<file path="config.mk">
export PLATFORM = sky130hd
export DESIGN_NAME = pca_cfg
export DESIGN_NICKNAME = d
export VERILOG_FILES = /design/src/sv/pca_pkg.sv /design/src/sv/pca_cfg.sv
export SDC_FILE = /design/constraint.sdc
export NUM_CORES = 1
export LEC_CHECK = 0
export BUFFER_PORTS_ARGS = -buffer_cell sky130_fd_sc_hd__buf_2
export CORE_MARGIN = 5
export CORE_UTILIZATION = 30
export DETAILED_ROUTE_END_ITERATION = 16
export PLACE_DENSITY_LB_ADDON = 0.15
export REMOVE_ABC_BUFFERS = 1
export SYNTH_ARGS = -nofsm -noshare
export SYNTH_HDL_FRONTEND = slang
export SYNTH_SLANG_ARGS = --single-unit
</file>
<file path="constraint.sdc">
create_clock -name clk -period 1.8 [get_ports clk]
set_input_delay 0.54 -clock clk [delete_from_list [all_inputs] [get_ports clk]]
set_output_delay 0.54 -clock clk [all_outputs]
set_load 0.01 [all_outputs]
</file>
<file path="src/sv/pca_pkg.sv">
`timescale 1ns / 1ps

package pca_pkg;

    localparam int CHANNEL_BITS   = 16;
    localparam int GUARD_BITS     = 4;
    localparam int INT_FRAC       = CHANNEL_BITS + GUARD_BITS;
    localparam int REG_BITS       = 16;
    localparam int CFG_INDEX_BITS = 3;

    // Working widths of the signed internal values, stage by stage
    localparam int W_GAIN = INT_FRAC + 4;
    localparam int W_CON  = INT_FRAC + 7;
    localparam int W_SAT  = W_CON + 4;
    localparam int W_IQ   = W_SAT + 2;
    localparam int W_ROT  = W_IQ + 3;
    localparam int W_RGB  = W_ROT + 3;

    localparam int TONE_STAGES = 4;
    localparam int HUE_STAGES  = 3;
    localparam int PIPE_DEPTH  = TONE_STAGES + HUE_STAGES + 1;

    typedef logic [CHANNEL_BITS-1:0] chan_t;

    typedef enum logic [CFG_INDEX_BITS-1:0] {
        REG_GAIN_RED   = 3'd0,
        REG_GAIN_GREEN = 3'd1,
        REG_GAIN_BLUE  = 3'd2,
        REG_CONTRAST   = 3'd3,
        REG_SATURATION = 3'd4,
        REG_HUE_COS    = 3'd5,
        REG_HUE_SIN    = 3'd6,
        REG_HUE_ENABLE = 3'd7
    } cfg_reg_t;

    typedef struct packed {
        logic [REG_BITS-1:0]        gain_red;
        logic [REG_BITS-1:0]        gain_green;
        logic [REG_BITS-1:0]        gain_blue;
        logic [REG_BITS-1:0]        contrast;
        logic [REG_BITS-1:0]        saturation;
        logic signed [REG_BITS-1:0] hue_cos;
        logic signed [REG_BITS-1:0] hue_sin;
        logic                       hue_enable;
    } pca_cfg_t;

    typedef struct packed {
        logic  valid;
        chan_t alpha;
    } pca_tag_t;

    localparam pca_cfg_t CFG_RESET = '{
        gain_red:   16'd8192,
        gain_green: 16'd8192,
        gain_blue:  16'd8192,
        contrast:   16'd16384,
        saturation: 16'd16384,
        hue_cos:    16'sd16384,
        hue_sin:    16'sd0,
        hue_enable: 1'b0
    };

    // Mid grey in the internal format
    localparam logic signed [INT_FRAC:0] HALF = (INT_FRAC+1)'(2**(INT_FRAC-1));

    localparam logic signed [15:0] RND13 = 16'sd4096;
    localparam logic signed [15:0] RND14 = 16'sd8192;
    localparam logic signed [17:0] RND16 = 18'sd32768;
    localparam logic signed [GUARD_BITS:0] RND_OUT = (GUARD_BITS+1)'(2**(GUARD_BITS-1));

    // Luminance and YIQ coefficients, Q.16
    localparam logic signed [17:0] K_Y_R = 18'sd19595;
    localparam logic signed [17:0] K_Y_G = 18'sd38470;
    localparam logic signed [17:0] K_Y_B = 18'sd7471;
    localparam logic signed [17:0] K_I_R = 18'sd39059;
    localparam logic signed [17:0] K_I_G = 18'sd17957;
    localparam logic signed [17:0] K_I_B = 18'sd21103;
    localparam logic signed [17:0] K_Q_R = 18'sd13828;
    localparam logic signed [17:0] K_Q_G = 18'sd34275;
    localparam logic signed [17:0] K_Q_B = 18'sd20447;
    localparam logic signed [17:0] K_R_I = 18'sd62652;
    localparam logic signed [17:0] K_R_Q = 18'sd40698;
    localparam logic signed [17:0] K_G_I = 18'sd17826;
    localparam logic signed [17:0] K_G_Q = 18'sd42402;
    localparam logic signed [17:0] K_B_I = 18'sd72483;
    localparam logic signed [17:0] K_B_Q = 18'sd111608;

    function automatic logic signed [W_SAT:0] luma(input logic signed [W_SAT-1:0] r,
                                                   input logic signed [W_SAT-1:0] g,
                                                   input logic signed [W_SAT-1:0] b);
        logic signed [W_SAT+19:0] acc;
        acc = r * K_Y_R + g * K_Y_G + b * K_Y_B + RND16;
        return acc[W_SAT+16:16];
    endfunction

endpackage

</file>
<file path="src/sv/pca_cfg.sv">
`timescale 1ns / 1ps

module pca_cfg (
    input  logic                                clk,
    input  logic                                rst_n,
    input  logic                                cfg_valid,
    output logic                                cfg_ready,
    input  logic [pca_pkg::CFG_INDEX_BITS-1:0]  cfg_index,
    input  logic [pca_pkg::REG_BITS-1:0]        cfg_data,
    output pca_pkg::pca_cfg_t                   cfg
);
    import pca_pkg::*;

    pca_cfg_t cfg_reg;
    pca_cfg_t cfg_next;

    assign cfg_ready = 1'b1;
    assign cfg       = cfg_reg;

    always_comb
    begin
        cfg_next = cfg_reg;
        if (cfg_valid)
        begin
            unique case (cfg_reg_t'(cfg_index))
                REG_GAIN_RED:   cfg_next.gain_red   = cfg_data;
                REG_GAIN_GREEN: cfg_next.gain_green = cfg_data;
                REG_GAIN_BLUE:  cfg_next.gain_blue  = cfg_data;
                REG_CONTRAST:   cfg_next.contrast   = cfg_data;
                REG_SATURATION: cfg_next.saturation = cfg_data;
                REG_HUE_COS:    cfg_next.hue_cos    = $signed(cfg_data);
                REG_HUE_SIN:    cfg_next.hue_sin    = $signed(cfg_data);
                REG_HUE_ENABLE: cfg_next.hue_enable = cfg_data[0];
            endcase
        end
    end

    always_ff @(posedge clk or negedge rst_n)
    begin
        if (!rst_n)
        begin
            cfg_reg <= CFG_RESET;
        end
        else
        begin
            cfg_reg <= cfg_next;
        end
    end

endmodule

</file>
==> summary.json, run 1 <==
{
  "yosys": {
    "post_synth.cell_area_avg_um2": 17.50,
    "synth_area_leader_cell": "dfrtp_1",
    "netlist_instances": 250,
    "synth.yosys.seq_area_share_pct": 64.80,
    "syn_area_um2": 4375,
    "ys_top_cells_by_area": "dfrtp_1, mux2_2, dfstp_2",
    "synth_warnings": 0,
    "yosys.area.top_type_share_pct": 61.20,
    "ys_seq_elements": 113,
    "synthDistinctLibCells": 13
  },
  "die": {
    "die-width_um": 130.8,
    "overall_die_area_um2": 17100,
    "die_height_um": 130.8,
    "pin_count": 136,
    "floorplan.initialDensity_pct": 30.33,
    "floorplan.rows": 44,
    "floorplan.core_area_um2": 14420
  },
  "worst_setup_path": {
    "slowest_stage": "dfstp_2",
    "cp_slowest_stage_delay_ns": 0.54,
    "regToRegSetupSlack_ns": 1.02,
    "timing.critical_path.arrival_ns": 1.08,
    "critical_path_class": "reg -> out",
    "rr_worst_depth": 1,
    "cp_data_required_time_ns": 1.26,
    "cp_top_family": "flip-flops",
    "path_cells": "buf_2",
    "crit_path_end_kind": "output pin",
    "critical_path_buf_inv_count": 1,
    "setup.worst_path.start_class": "flip-flop",
    "r2r_end": "cfg[104]$_DFFE_PN0P_",
    "r2r_start": "cfg[104]$_DFFE_PN0P_",
    "critical_path.max_fanout": 2
  },
  "drt": {
    "route.detailed.drc": 0,
    "route.detailed.vias_per_inst": 4.486,
    "detailroute.via_count": 2687,
    "final_antenna_net_count": 0,
    "dr.pass1.iters": 4,
    "detail_route.iter0.violations": 117,
    "wl_um": 11030,
    "avgRoutedWirePerCell_um": 18.42
  },
  "clock_network": {
    "clk_root_buffer_cell": "clkbuf_16",
    "htree_num_levels": 4,
    "clock_sinks": 113,
    "clock_insertion_delay_worst_skew_ns": 0.40,
    "post_cts.resized_instances": 0,
    "cts_setup_buffers": 0,
    "cts_buffer_depth": 2,
    "clk_transition_reported_paths_ns": 0.05,
    "cts_tree": "built",
    "cts_hold_repair.buffers": 0,
    "clock_buffer_count_from_cts": 17
  },
  "timing": {
    "timing.final.ws_setup_ns": 0.1848,
    "final_max_slew_viol_count": 0,
    "holdWs_ns": 0.08467,
    "setup_repair_after_global_routing_missed_its_margin": "no",
    "timing.final.crit_share_pct": 89.73,
    "max_clock_freq_mhz": 619.1,
    "fin_skew_ns": 0,
    "finalHoldViolCount": 0,
    "post-route-min-period_ns": 1.615,
    "finalSetupViolations": 0
  },
  "finish": {
    "fin_nets": 425,
    "largest_reg_flops": 113,
    "antennaDiodeCount": 0,
    "drive_above_1_share_pct": 72.77,
    "layout-area-overhead-vs-synth_pct": 35.77
  },
  "placement": {
    "gp_congestion": 0.7117,
    "post_dp_hpwl_um": 7676,
    "numPortBuffers": 134,
    "pre_cts_slack_ns": -0.04028
  },
  "grt": {
    "maximum_number_of_pins_on_one_net_before_global_route_repair": 44,
    "antenna_found_initial": 0,
    "total_routing_usage_reported_by_global_routing_pct": 13.38,
    "grt-ovfl-total": 0,
    "grt_pass1_vias": 2733,
    "grt_first_pass_wirelength_um": 16590
  },
  "power_and_ir_drop": {
    "design_power_total_mw": 8.182,
    "max-vdd-ir-drop_v": 0.0006331,
    "power.density_nw_per_um2": 1377,
    "power.static_leakage_nw": 2.850
  },
  "worst_hold_path": {
    "type_of_the_worst_min_delay_path": "in -> async"
  },
  "job": {
    "maxCapViolations": 0
  },
  "run_status": {
    "result_of_the_run": "finished clean"
  }
}
## routing by layer
metal	up-vias	GRT usage, %	part of all wire [%]
li1	1200	-	-
met1	1393	16.92	44
met2	84	20.92	49
met3	10	4.675	6.5
met4	0	5.626	1.3
met5	-	0	0
## through the flow
stage	setup TNS (ns)	utilization, %	std cells	instance area, um^2
2_1_floorplan	-46.49	-	235	4254
3_3_place_gp	-0.07168	37.37	568	5390
3_5_place_dp	-0.2527	37.37	568	5390
4_1_cts	0	41.19	599	5941
5_1_grt	0	41.19	599	5941
6_report	0	41.19	599	5941
## worst max-delay path by stage
stage	startpoint	to	slack (ns)	cells after the start
3_3_place_gp	cfg_index[0]	cfg[68]$_DFFE_PN0P_	-0.01	4
4_1_cts	cfg[110]$_DFFE_PN1P_	cfg[110]	0.16	1
6_report	cfg[110]$_DFFE_PN1P_	cfg[110]	0.18	1
5_1_grt	cfg[110]$_DFFE_PN1P_	cfg[110]	0.15	1
3_5_place_dp	cfg_index[0]	cfg[80]$_DFFE_PN0P_	-0.04	4
2_1_floorplan	cfg_valid	cfg[33]$_DFFE_PN0P_	-0.94	2
## Yosys cell counts
cell / number
buf_2: 7
buf_4: 2
buf_6: 5
buf_8: 1
conb_1: 1
dfrtp_1: 107
dfstp_2: 6
mux2_2: 103
mux2_4: 10
nand4_1: 1
nand4b_2: 3
nor4b_4: 1
nor4bb_1: 3
## power by group
group | switching (mW) | internal (mW)
clock | 1.08 | 2.02
sequential | 0.290 | 3.13
combinational | 0.788 | 0.870
total | 2.16 | 6.02
## cell usage in the layout, fill, tap and decap left out, drive strengths merged
master,count
nand4b,3
nor4b,1
dfrtp,107
mux2,113
clkinv,5
dfstp,6
buf,149
nor4bb,3
clkbuf,25
nand4,1
bufinv,1
conb,1
## final cells by class
cell class | count | area (um^2)
clock buffers | 25 | 495.5
clock inverters | 6 | 55.05
fillers | 1356 | 8483
multi-input cells | 122 | 1464
flip-flops and latches | 113 | 2835
well taps | 184 | 230.2
repair buffers | 149 | 860.8
## cell families (layout without fill, tap and decap cells)
| logic type | count (synthesis) | count (layout) | share of synthesized area (%) |
|---|---|---|---|
| other | 1 | 1 | 0.08571 |
| multiplexers | 113 | 113 | 29.94 |
| AND/OR/NAND/NOR | 8 | 8 | 2.402 |
| buffers and inverters | 15 | 180 | 2.773 |
| flip-flops | 113 | 113 | 64.80 |
(Power assumes the default switching activity.)
==> inputs of run 2 (changes only) <==
Settings changed: ABC_AREA from default to 1.
==> run 2 against run 1 <==
  * Synthesized area up 1.8%
  * Synthesized cell count up 100%
  * Clock-buffer cell count down 3
  * Die area up 1.7%
  * Hold slack better by 0.042 ns
  * Worst setup slack better by 0.016 ns
  * Clock power up 16%
==> summary.json, run 2 <==
{
  "drt": {
    "route.detailed.drc": {"value": 0, "change": "unchanged"},
    "final_antenna_net_count": {"value": 0, "change": "unchanged"},
    "avgRoutedWirePerCell": {"value": 17.22, "unit": "um", "change": "-6.5%"},
    "wl": {"value": 14470, "unit": "um", "change": "+31%"},
    "dr.pass1.iters": {"value": 6, "change": "+2"},
    "detailroute.via_count": {"value": 3882, "change": "+44%"},
    "route.detailed.vias_per_inst": {"value": 4.621, "change": "+3.0%"},
    "detail_route.iter0.violations": {"value": 352, "change": "+200%"}
  },
  "yosys": {
    "yosys.area.top_type_share": {"value": 60.10, "unit": "%", "change": "-1.1 points"},
    "ys_seq_elements": {"value": 113, "change": "unchanged"},
    "ys_top_cells_by_area": "dfrtp_1, nand2_1, nand3_1",
    "synth.yosys.seq_area_share": {"value": 63.63, "unit": "%", "change": "-1.2 points"},
    "syn_area": {"value": 4456, "unit": "um^2", "change": "+1.8%"},
    "synth_async_sr_flop_share": {"value": 100.0, "unit": "%", "change": "unchanged"},
    "most_common_cell_in_the_synthesized_netlist": "nand2_1",
    "netlist_instances": {"value": 502, "change": "+100%"},
    "synth_area_leader_cell": "dfrtp_1",
    "synthDistinctLibCells": {"value": 14, "change": "+1"},
    "synth_ff_type": "dfrtp_1",
    "synth.cells.most_frequent": "nand2_1, dfrtp_1, nand3_1",
    "synth_enable_flop_cells": {"value": 0, "change": "unchanged"},
    "synth_warnings": {"value": 0, "change": "unchanged"},
    "post_synth.cell_area_avg": {"value": 8.876, "unit": "um^2", "change": "-49%"}
  },
  "finish": {
    "largest_reg_flops": {"value": 113, "change": "unchanged"},
    "utilization": {"value": 41.31, "unit": "%", "change": "+0.12 points"},
    "fin_nets": {"value": 665, "change": "+56%"},
    "final_common_cell": "nand2_1",
    "antennaDiodeCount": {"value": 0, "change": "unchanged"},
    "drive_above_1_share": {"value": 30.34, "unit": "%", "change": "-42 points"},
    "filler_cell_count": {"value": 1512, "change": "+12%"},
    "mostFrequentLayoutCells": "nand2_1, buf_2, dfrtp_1, nand3_1, clkbuf_16",
    "layout-area-overhead-vs-synth_pct": 34.74,
    "finish.cell_count_without_fillers": {"value": 840, "change": "+40%"}
  },
  "grt": {
    "grt_first_pass_wirelength": {"value": 22480, "unit": "um", "change": "+35%"},
    "total_routing_usage_reported_by_global_routing": {"value": 16.94, "unit": "%", "change": "+3.6 points"},
    "maximum_number_of_pins_on_one_net_before_global_route_repair": {"value": 64, "change": "+45%"},
    "grt_pass1_vias": {"value": 3738, "change": "+37%"},
    "antenna_found_initial": {"value": 0, "change": "unchanged"},
    "grt-ovfl-total": {"value": 0, "change": "unchanged"}
  },
  "placement": {
    "post_dp_hpwl": {"value": 9552, "unit": "um", "change": "+24%"},
    "pre_cts_slack": {"value": 0.1732, "unit": "ns", "change": "+0.2134 ns"},
    "numPortBuffers": {"value": 134, "change": "unchanged"},
    "gp_congestion": {"value": 0.7207, "change": "+1.3%"},
    "place.detailed.instances": {"value": 808, "change": "+42%"}
  },
  "clock_network": {
    "clk_root_buffer_cell": "clkbuf_16",
    "cts_tree": "built",
    "cts_buffer_depth": {"value": 2, "change": "unchanged"},
    "clock_sinks": {"value": 113, "change": "unchanged"},
    "cts_setup_buffers": {"value": 0, "change": "unchanged"},
    "clock_insertion_delay_worst_skew": {"value": 0.41, "unit": "ns", "change": "about the same"},
    "htree_num_levels": {"value": 4, "change": "unchanged"},
    "cts_hold_repair.buffers": {"value": 0, "change": "unchanged"},
    "clk_transition_reported_paths": {"value": 0.05, "unit": "ns", "change": "about the same"},
    "post_cts.resized_instances": {"value": 0, "change": "unchanged"},
    "clock_buffer_count_from_cts": {"value": 17, "change": "unchanged"}
  },
  "timing": {
    "setup_repair_after_global_routing_missed_its_margin": "no",
    "max_slew_margin_pct": 62.82,
    "final_max_slew_viol_count": {"value": 0, "change": "unchanged"},
    "fin_skew": {"value": 0, "unit": "ns", "change": "unchanged"},
    "timing.final.ws_setup": {"value": 0.2004, "unit": "ns", "change": "+0.01554 ns"},
    "post-route-min-period": {"value": 1.600, "unit": "ns", "change": "-0.01554 ns"},
    "max_clock_freq": {"value": 625.1, "unit": "MHz", "change": "+0.97%"},
    "finalHoldViolCount": {"value": 0, "change": "unchanged"},
    "timing.final.crit_share": {"value": 88.87, "unit": "%", "change": "-0.86 points"},
    "finalSetupViolations": {"value": 0, "change": "unchanged"},
    "timing.setup.tns": {"value": 0, "unit": "ns", "change": "unchanged"},
    "max_slew.worst_pin.slew_ns": 0.5563
  },
  "die": {
    "die_height": {"value": 131.9, "unit": "um", "change": "+0.84%"},
    "overall_die_area": {"value": 17390, "unit": "um^2", "change": "+1.7%"},
    "pin_count": {"value": 136, "change": "unchanged"},
    "floorplan.initialDensity": {"value": 30.66, "unit": "%", "change": "+0.32 points"},
    "floorplan.rows": {"value": 44, "change": "unchanged"},
    "floorplan.core_area": {"value": 14530, "unit": "um^2", "change": "+0.76%"},
    "die-width": {"value": 131.9, "unit": "um", "change": "+0.84%"}
  },
  "worst_setup_path": {
    "path_cells": "buf_2",
    "cp_top_family": "flip-flops",
    "setup.worst_path.start_class": "flip-flop",
    "critical_path.max_fanout": {"value": 2, "change": "unchanged"},
    "cp_slowest_stage_delay": {"value": 0.53, "unit": "ns", "change": "about the same"},
    "cp_data_required_time": {"value": 1.26, "unit": "ns", "change": "about the same"},
    "timing.critical_path.arrival": {"value": 1.06, "unit": "ns", "change": "-0.02 ns"},
    "crit_path_end_kind": "output pin",
    "slowest_stage": "dfstp_2",
    "critical_path_buf_inv_count": {"value": 1, "change": "unchanged"},
    "critical_path_class": "reg -> out"
  },
  "power_and_ir_drop": {
    "max-vdd-ir-drop": {"value": 0.0006353, "unit": "V", "change": "+0.36%"},
    "power.density": {"value": 1394, "unit": "nW/um^2", "change": "+1.2%"},
    "power.static_leakage": {"value": 3.401, "unit": "nW", "change": "+19%"}
  },
  "run_status": {
    "result_of_the_run": "finished clean"
  },
  "worst_hold_path": {
    "type_of_the_worst_min_delay_path": "in -> async"
  },
  "job": {
    "maxCapViolations": {"value": 0, "change": "unchanged"}
  }
}
## run 2: cell count changes in the layout (fill, tap and decap cells not counted), sizes merged, moves of 3 or more
cell	previous run	this run
buf	149	146
bufinv	1	4
clkbuf	25	22
inv	0	6
mux2	113	0
nand2	0	285
nand3	0	65
nand4b	3	0
nor2	0	7
nor4bb	3	0
## run 2: power breakdown
group	internal (mW)	switching, mW
Combinational	0.561	0.884
Clock	2.45	1.15
Sequential	3.04	0.283
Total	6.05	2.32
## run 2: stage by stage
stage,power (mW),hold slack (ns),area [um^2]
2_1_floorplan,3.982,0.2444,4328
3_3_place_gp,4.808,0.4494,5364
3_5_place_dp,4.837,0.4532,5364
4_1_cts,8.483,0.1255,6003
5_1_grt,8.795,0.1455,6003
6_report,8.368,0.1262,6003
## run 2: cells by family after synthesis
group                  count (synthesis)  share of synthesized area [%]
DFF                                  113                          63.63
other                                  1                        0.08417
and+or+nand+nor                      357                          32.80
buffers and inverters                 30                          3.370
AOI/OAI and AO/OA                      1                         0.1122
## run 2: worst register-to-register path: cells and delay by family, from the launching register on
family,cells,cell delay (ns)
AND/OR/NAND/NOR,2,0.14
flip-flops,1,0.53
## run 2: path summary, 6_finish.rpt
| kind | to | cells past startpoint | start | slack (ns) |
|---|---|---|---|---|
| min in group clk | cfg[78]$_DFFE_PN1P_ | 2 | cfg[78]$_DFFE_PN1P_ | 0.46 |
| max in group asynchronous | cfg[63]$_DFFE_PN1P_ | 2 | rst_n | 1.32 |
| worst min-delay path | cfg[106]$_DFFE_PN0P_ | 2 | rst_n | 0.13 |
| worst min register to register | cfg[78]$_DFFE_PN1P_ | 2 | cfg[78]$_DFFE_PN1P_ | 0.46 |
| worst max-delay path | cfg[63] | 1 | cfg[63]$_DFFE_PN1P_ | 0.20 |
| worst max register to register | cfg[63]$_DFFE_PN1P_ | 2 | cfg[63]$_DFFE_PN1P_ | 1.08 |
## run 2: layout make-up
class                      count  area [um^2]  share of cell area [%]
sequential                   113         2835                   47.23
multi-input combinational    359         1475                   24.57
timing repair buffer         146        800.8                   13.34
clock buffer                  22        484.2                   8.066
tap                          184        230.2                   3.835
clock inverter                10        155.1                   2.584
inverter                       6        22.52                  0.3752
## run 2: layer usage
metal | global-route usage (%) | share of wire, % | vias up
met2 | 26.53 | 48 | 164
met5 | 0 | 0 | -
li1 | - | - | 1853
met4 | 4.800 | 1.1 | 0
met1 | 22.93 | 43 | 1852
met3 | 4.962 | 7.4 | 13
==> inputs of run 3 (changes only) <==
Settings changed: ABC_AREA 1 to default, CORE_UTILIZATION 30 to 45.
==> run 3 against run 2 <==
  * Sequential share of layout area is 0.28 points higher
  * Register-to-register slack worse by 0.06 ns
  * Critical path type unchanged
  * Clock skew stayed put
==> summary.json, run 3 (synthesis gave the netlist of run 1 again) <==
{
  "worst_setup_path": {
    "r2r_start": "cfg[80]$_DFFE_PN0P_",
    "critical_path_class": "reg -> out",
    "crit_path_end_kind": "output pin",
    "setup.worst_path.start_class": "flip-flop",
    "r2r_end": "cfg[80]$_DFFE_PN0P_",
    "cp_slowest_stage_delay": {"value": 0.53, "unit": "ns", "change": "about the same"},
    "rr_worst_depth": {"value": 1, "change": "-1"},
    "regToRegSetupSlack": {"value": 1.02, "unit": "ns", "change": "-0.06 ns"},
    "cp_top_family": "flip-flops",
    "path_cells": "buf_2",
    "timing.critical_path.arrival": {"value": 1.15, "unit": "ns", "change": "+0.09 ns"},
    "critical_path_buf_inv_count": {"value": 1, "change": "unchanged"},
    "slowest_stage": "dfstp_2",
    "cp_data_required_time": {"value": 1.26, "unit": "ns", "change": "about the same"},
    "critical_path.max_fanout": {"value": 2, "change": "unchanged"}
  },
  "clock_network": {
    "clk_transition_reported_paths": {"value": 0.06, "unit": "ns", "change": "about the same"},
    "clock_insertion_delay_worst_skew": {"value": 0.49, "unit": "ns", "change": "+0.08 ns"},
    "cts_tree": "built",
    "clock_buffer_count_from_cts": {"value": 17, "change": "unchanged"},
    "clk_root_buffer_cell": "clkbuf_8",
    "clock_sinks": {"value": 113, "change": "unchanged"},
    "cts_buffer_depth": {"value": 2, "change": "unchanged"},
    "htree_num_levels": {"value": 4, "change": "unchanged"}
  },
  "grt": {
    "maximum_number_of_pins_on_one_net_before_global_route_repair": {"value": 31, "change": "-52%"},
    "grt-ovfl-total": {"value": 0, "change": "unchanged"},
    "grt_pass1_vias": {"value": 2896, "change": "-23%"},
    "antenna_found_initial": {"value": 0, "change": "unchanged"},
    "grt_first_pass_wirelength": {"value": 16050, "unit": "um", "change": "-29%"},
    "total_routing_usage_reported_by_global_routing": {"value": 18.42, "unit": "%", "change": "+1.5 points"}
  },
  "drt": {
    "detailroute.via_count": {"value": 2685, "change": "-31%"},
    "avgRoutedWirePerCell": {"value": 18.25, "unit": "um", "change": "+6.0%"},
    "final_antenna_net_count": {"value": 0, "change": "unchanged"},
    "route.detailed.drc": {"value": 0, "change": "unchanged"},
    "wl": {"value": 10130, "unit": "um", "change": "-30%"},
    "dr.pass1.iters": {"value": 4, "change": "-2"},
    "detail_route.iter0.violations": {"value": 79, "change": "-78%"},
    "route.detailed.vias_per_inst": {"value": 4.838, "change": "+4.7%"}
  },
  "finish": {
    "finish.cell_count_without_fillers": {"value": 555, "change": "-34%"},
    "layout-area-overhead-vs-synth_pct": 36.40,
    "largest_reg_flops": {"value": 113, "change": "unchanged"},
    "drive_above_1_share": {"value": 73.46, "unit": "%", "change": "+43 points"},
    "antennaDiodeCount": {"value": 0, "change": "unchanged"},
    "fin_nets": {"value": 431, "change": "-35%"},
    "mostFrequentLayoutCells": "buf_2, dfrtp_1, mux2_2, clkbuf_16, buf_4",
    "final_common_cell": "buf_2"
  },
  "placement": {
    "post_dp_hpwl": {"value": 7128, "unit": "um", "change": "-25%"},
    "place.detailed.instances": {"value": 522, "change": "-35%"},
    "gp_congestion": {"value": 0.7046, "change": "-2.2%"},
    "pre_cts_slack": {"value": -0.008906, "unit": "ns", "change": "-0.1821 ns"},
    "numPortBuffers": {"value": 134, "change": "unchanged"}
  },
  "timing": {
    "max_clock_freq": {"value": 591.8, "unit": "MHz", "change": "-5.3%"},
    "post-route-min-period": {"value": 1.690, "unit": "ns", "change": "+0.09021 ns"},
    "final_max_slew_viol_count": {"value": 0, "change": "unchanged"},
    "finalHoldViolCount": {"value": 0, "change": "unchanged"},
    "holdWs": {"value": 0.3605, "unit": "ns", "change": "+0.2343 ns"},
    "timing.final.crit_share": {"value": 93.88, "unit": "%", "change": "+5.0 points"},
    "finalSetupViolations": {"value": 0, "change": "unchanged"},
    "setup_repair_after_global_routing_missed_its_margin": "no",
    "fin_skew": {"value": 0, "unit": "ns", "change": "unchanged"},
    "timing.final.ws_setup": {"value": 0.1102, "unit": "ns", "change": "-0.09021 ns"}
  },
  "die": {
    "floorplan.initialDensity": {"value": 45.39, "unit": "%", "change": "+15 points"},
    "overall_die_area": {"value": 11800, "unit": "um^2", "change": "-32%"},
    "floorplan.rows": {"value": 36, "change": "-18%"},
    "floorplan.core_area": {"value": 9639, "unit": "um^2", "change": "-34%"},
    "die_height": {"value": 108.6, "unit": "um", "change": "-18%"},
    "pin_count": {"value": 136, "change": "unchanged"},
    "die-width": {"value": 108.6, "unit": "um", "change": "-18%"}
  },
  "run_status": {
    "result_of_the_run": "finished clean"
  },
  "job": {
    "maxCapViolations": {"value": 0, "change": "unchanged"}
  },
  "worst_hold_path": {
    "timing.hold.worst_endpoint": "cfg[6]$_DFFE_PN0P_",
    "hold-path-cell-count": 2,
    "type_of_the_worst_min_delay_path": "in -> reg",
    "worstHoldStart": "cfg_data[5]"
  },
  "power_and_ir_drop": {
    "power.static_leakage": {"value": 2.892, "unit": "nW", "change": "-15%"},
    "max-vdd-ir-drop": {"value": 0.0008515, "unit": "V", "change": "+34%"},
    "design_power_total": {"value": 8.376, "unit": "mW", "change": "+0.10%"},
    "power.density": {"value": 1403, "unit": "nW/um^2", "change": "+0.69%"}
  }
}
## run 3: cell types whose count changed in the layout (fill, tap and decap cells not counted), moves of 5 or more
cell / delta
buf_4: +5
mux2_2: +103
mux2_4: +10
nand2_1: -280
nand2_2: -5
nand3_1: -65
## run 3: metal layers
| metal | wire, um | vias up | global-route usage [%] | share of wire, % |
|---|---|---|---|---|
| met3 | 785 | 2 | 7.343 | 7.7 |
| met5 | 0 | - | 0 | 0 |
| met2 | 4879 | 93 | 28.60 | 48 |
| met1 | 4431 | 1365 | 23.70 | 44 |
| met4 | 35 | 0 | 5.951 | 0.35 |
| li1 | - | 1225 | - | - |
## run 3: layout make-up
class	instances	area, um^2
Clock inverter	12	158.9
Fill cell	786	3671
Tap cell	133	166.4
Multi-Input combinational cell	122	1464
Timing Repair Buffer	155	908.4
Sequential cell	113	2835
Clock buffer	20	435.4
## run 3: how the worst max path moves through the flow
stage | depth (start not counted) | endpoint | start
floorplan | 2 | cfg[33]$_DFFE_PN0P_ | cfg_valid
global placement | 4 | cfg[102]$_DFFE_PN0P_ | cfg_index[0]
detailed placement | 4 | cfg[100]$_DFFE_PN0P_ | cfg_index[0]
CTS | 1 | cfg[110] | cfg[110]$_DFFE_PN1P_
global route | 1 | cfg[78] | cfg[78]$_DFFE_PN1P_
finish | 1 | cfg[110] | cfg[110]$_DFFE_PN1P_
## run 3: where the power goes
group / internal [mW] / switching, mW
clock network: 2.15 / 1.15
logic: 0.876 / 0.795
registers: 3.13 / 0.279
total: 6.15 / 2.22
## run 3: timing repair
action	in CTS	in global routing
gates resized for setup	0	0
hold buffers	1	0
setup buffers	0	0
endpoints found under the hold margin	23	0
## run 3: per-stage QoR
stage / TNS, ns / util (%) / cell area, um^2
final: 0 / 61.92 / 5968
after global routing: 0 / 61.92 / 5968
after CTS: 0 / 61.92 / 5968
after detailed placement: -0.03872 / 55.65 / 5364
after global placement: 0 / 55.65 / 5364
after floorplan: -46.49 / - / 4254
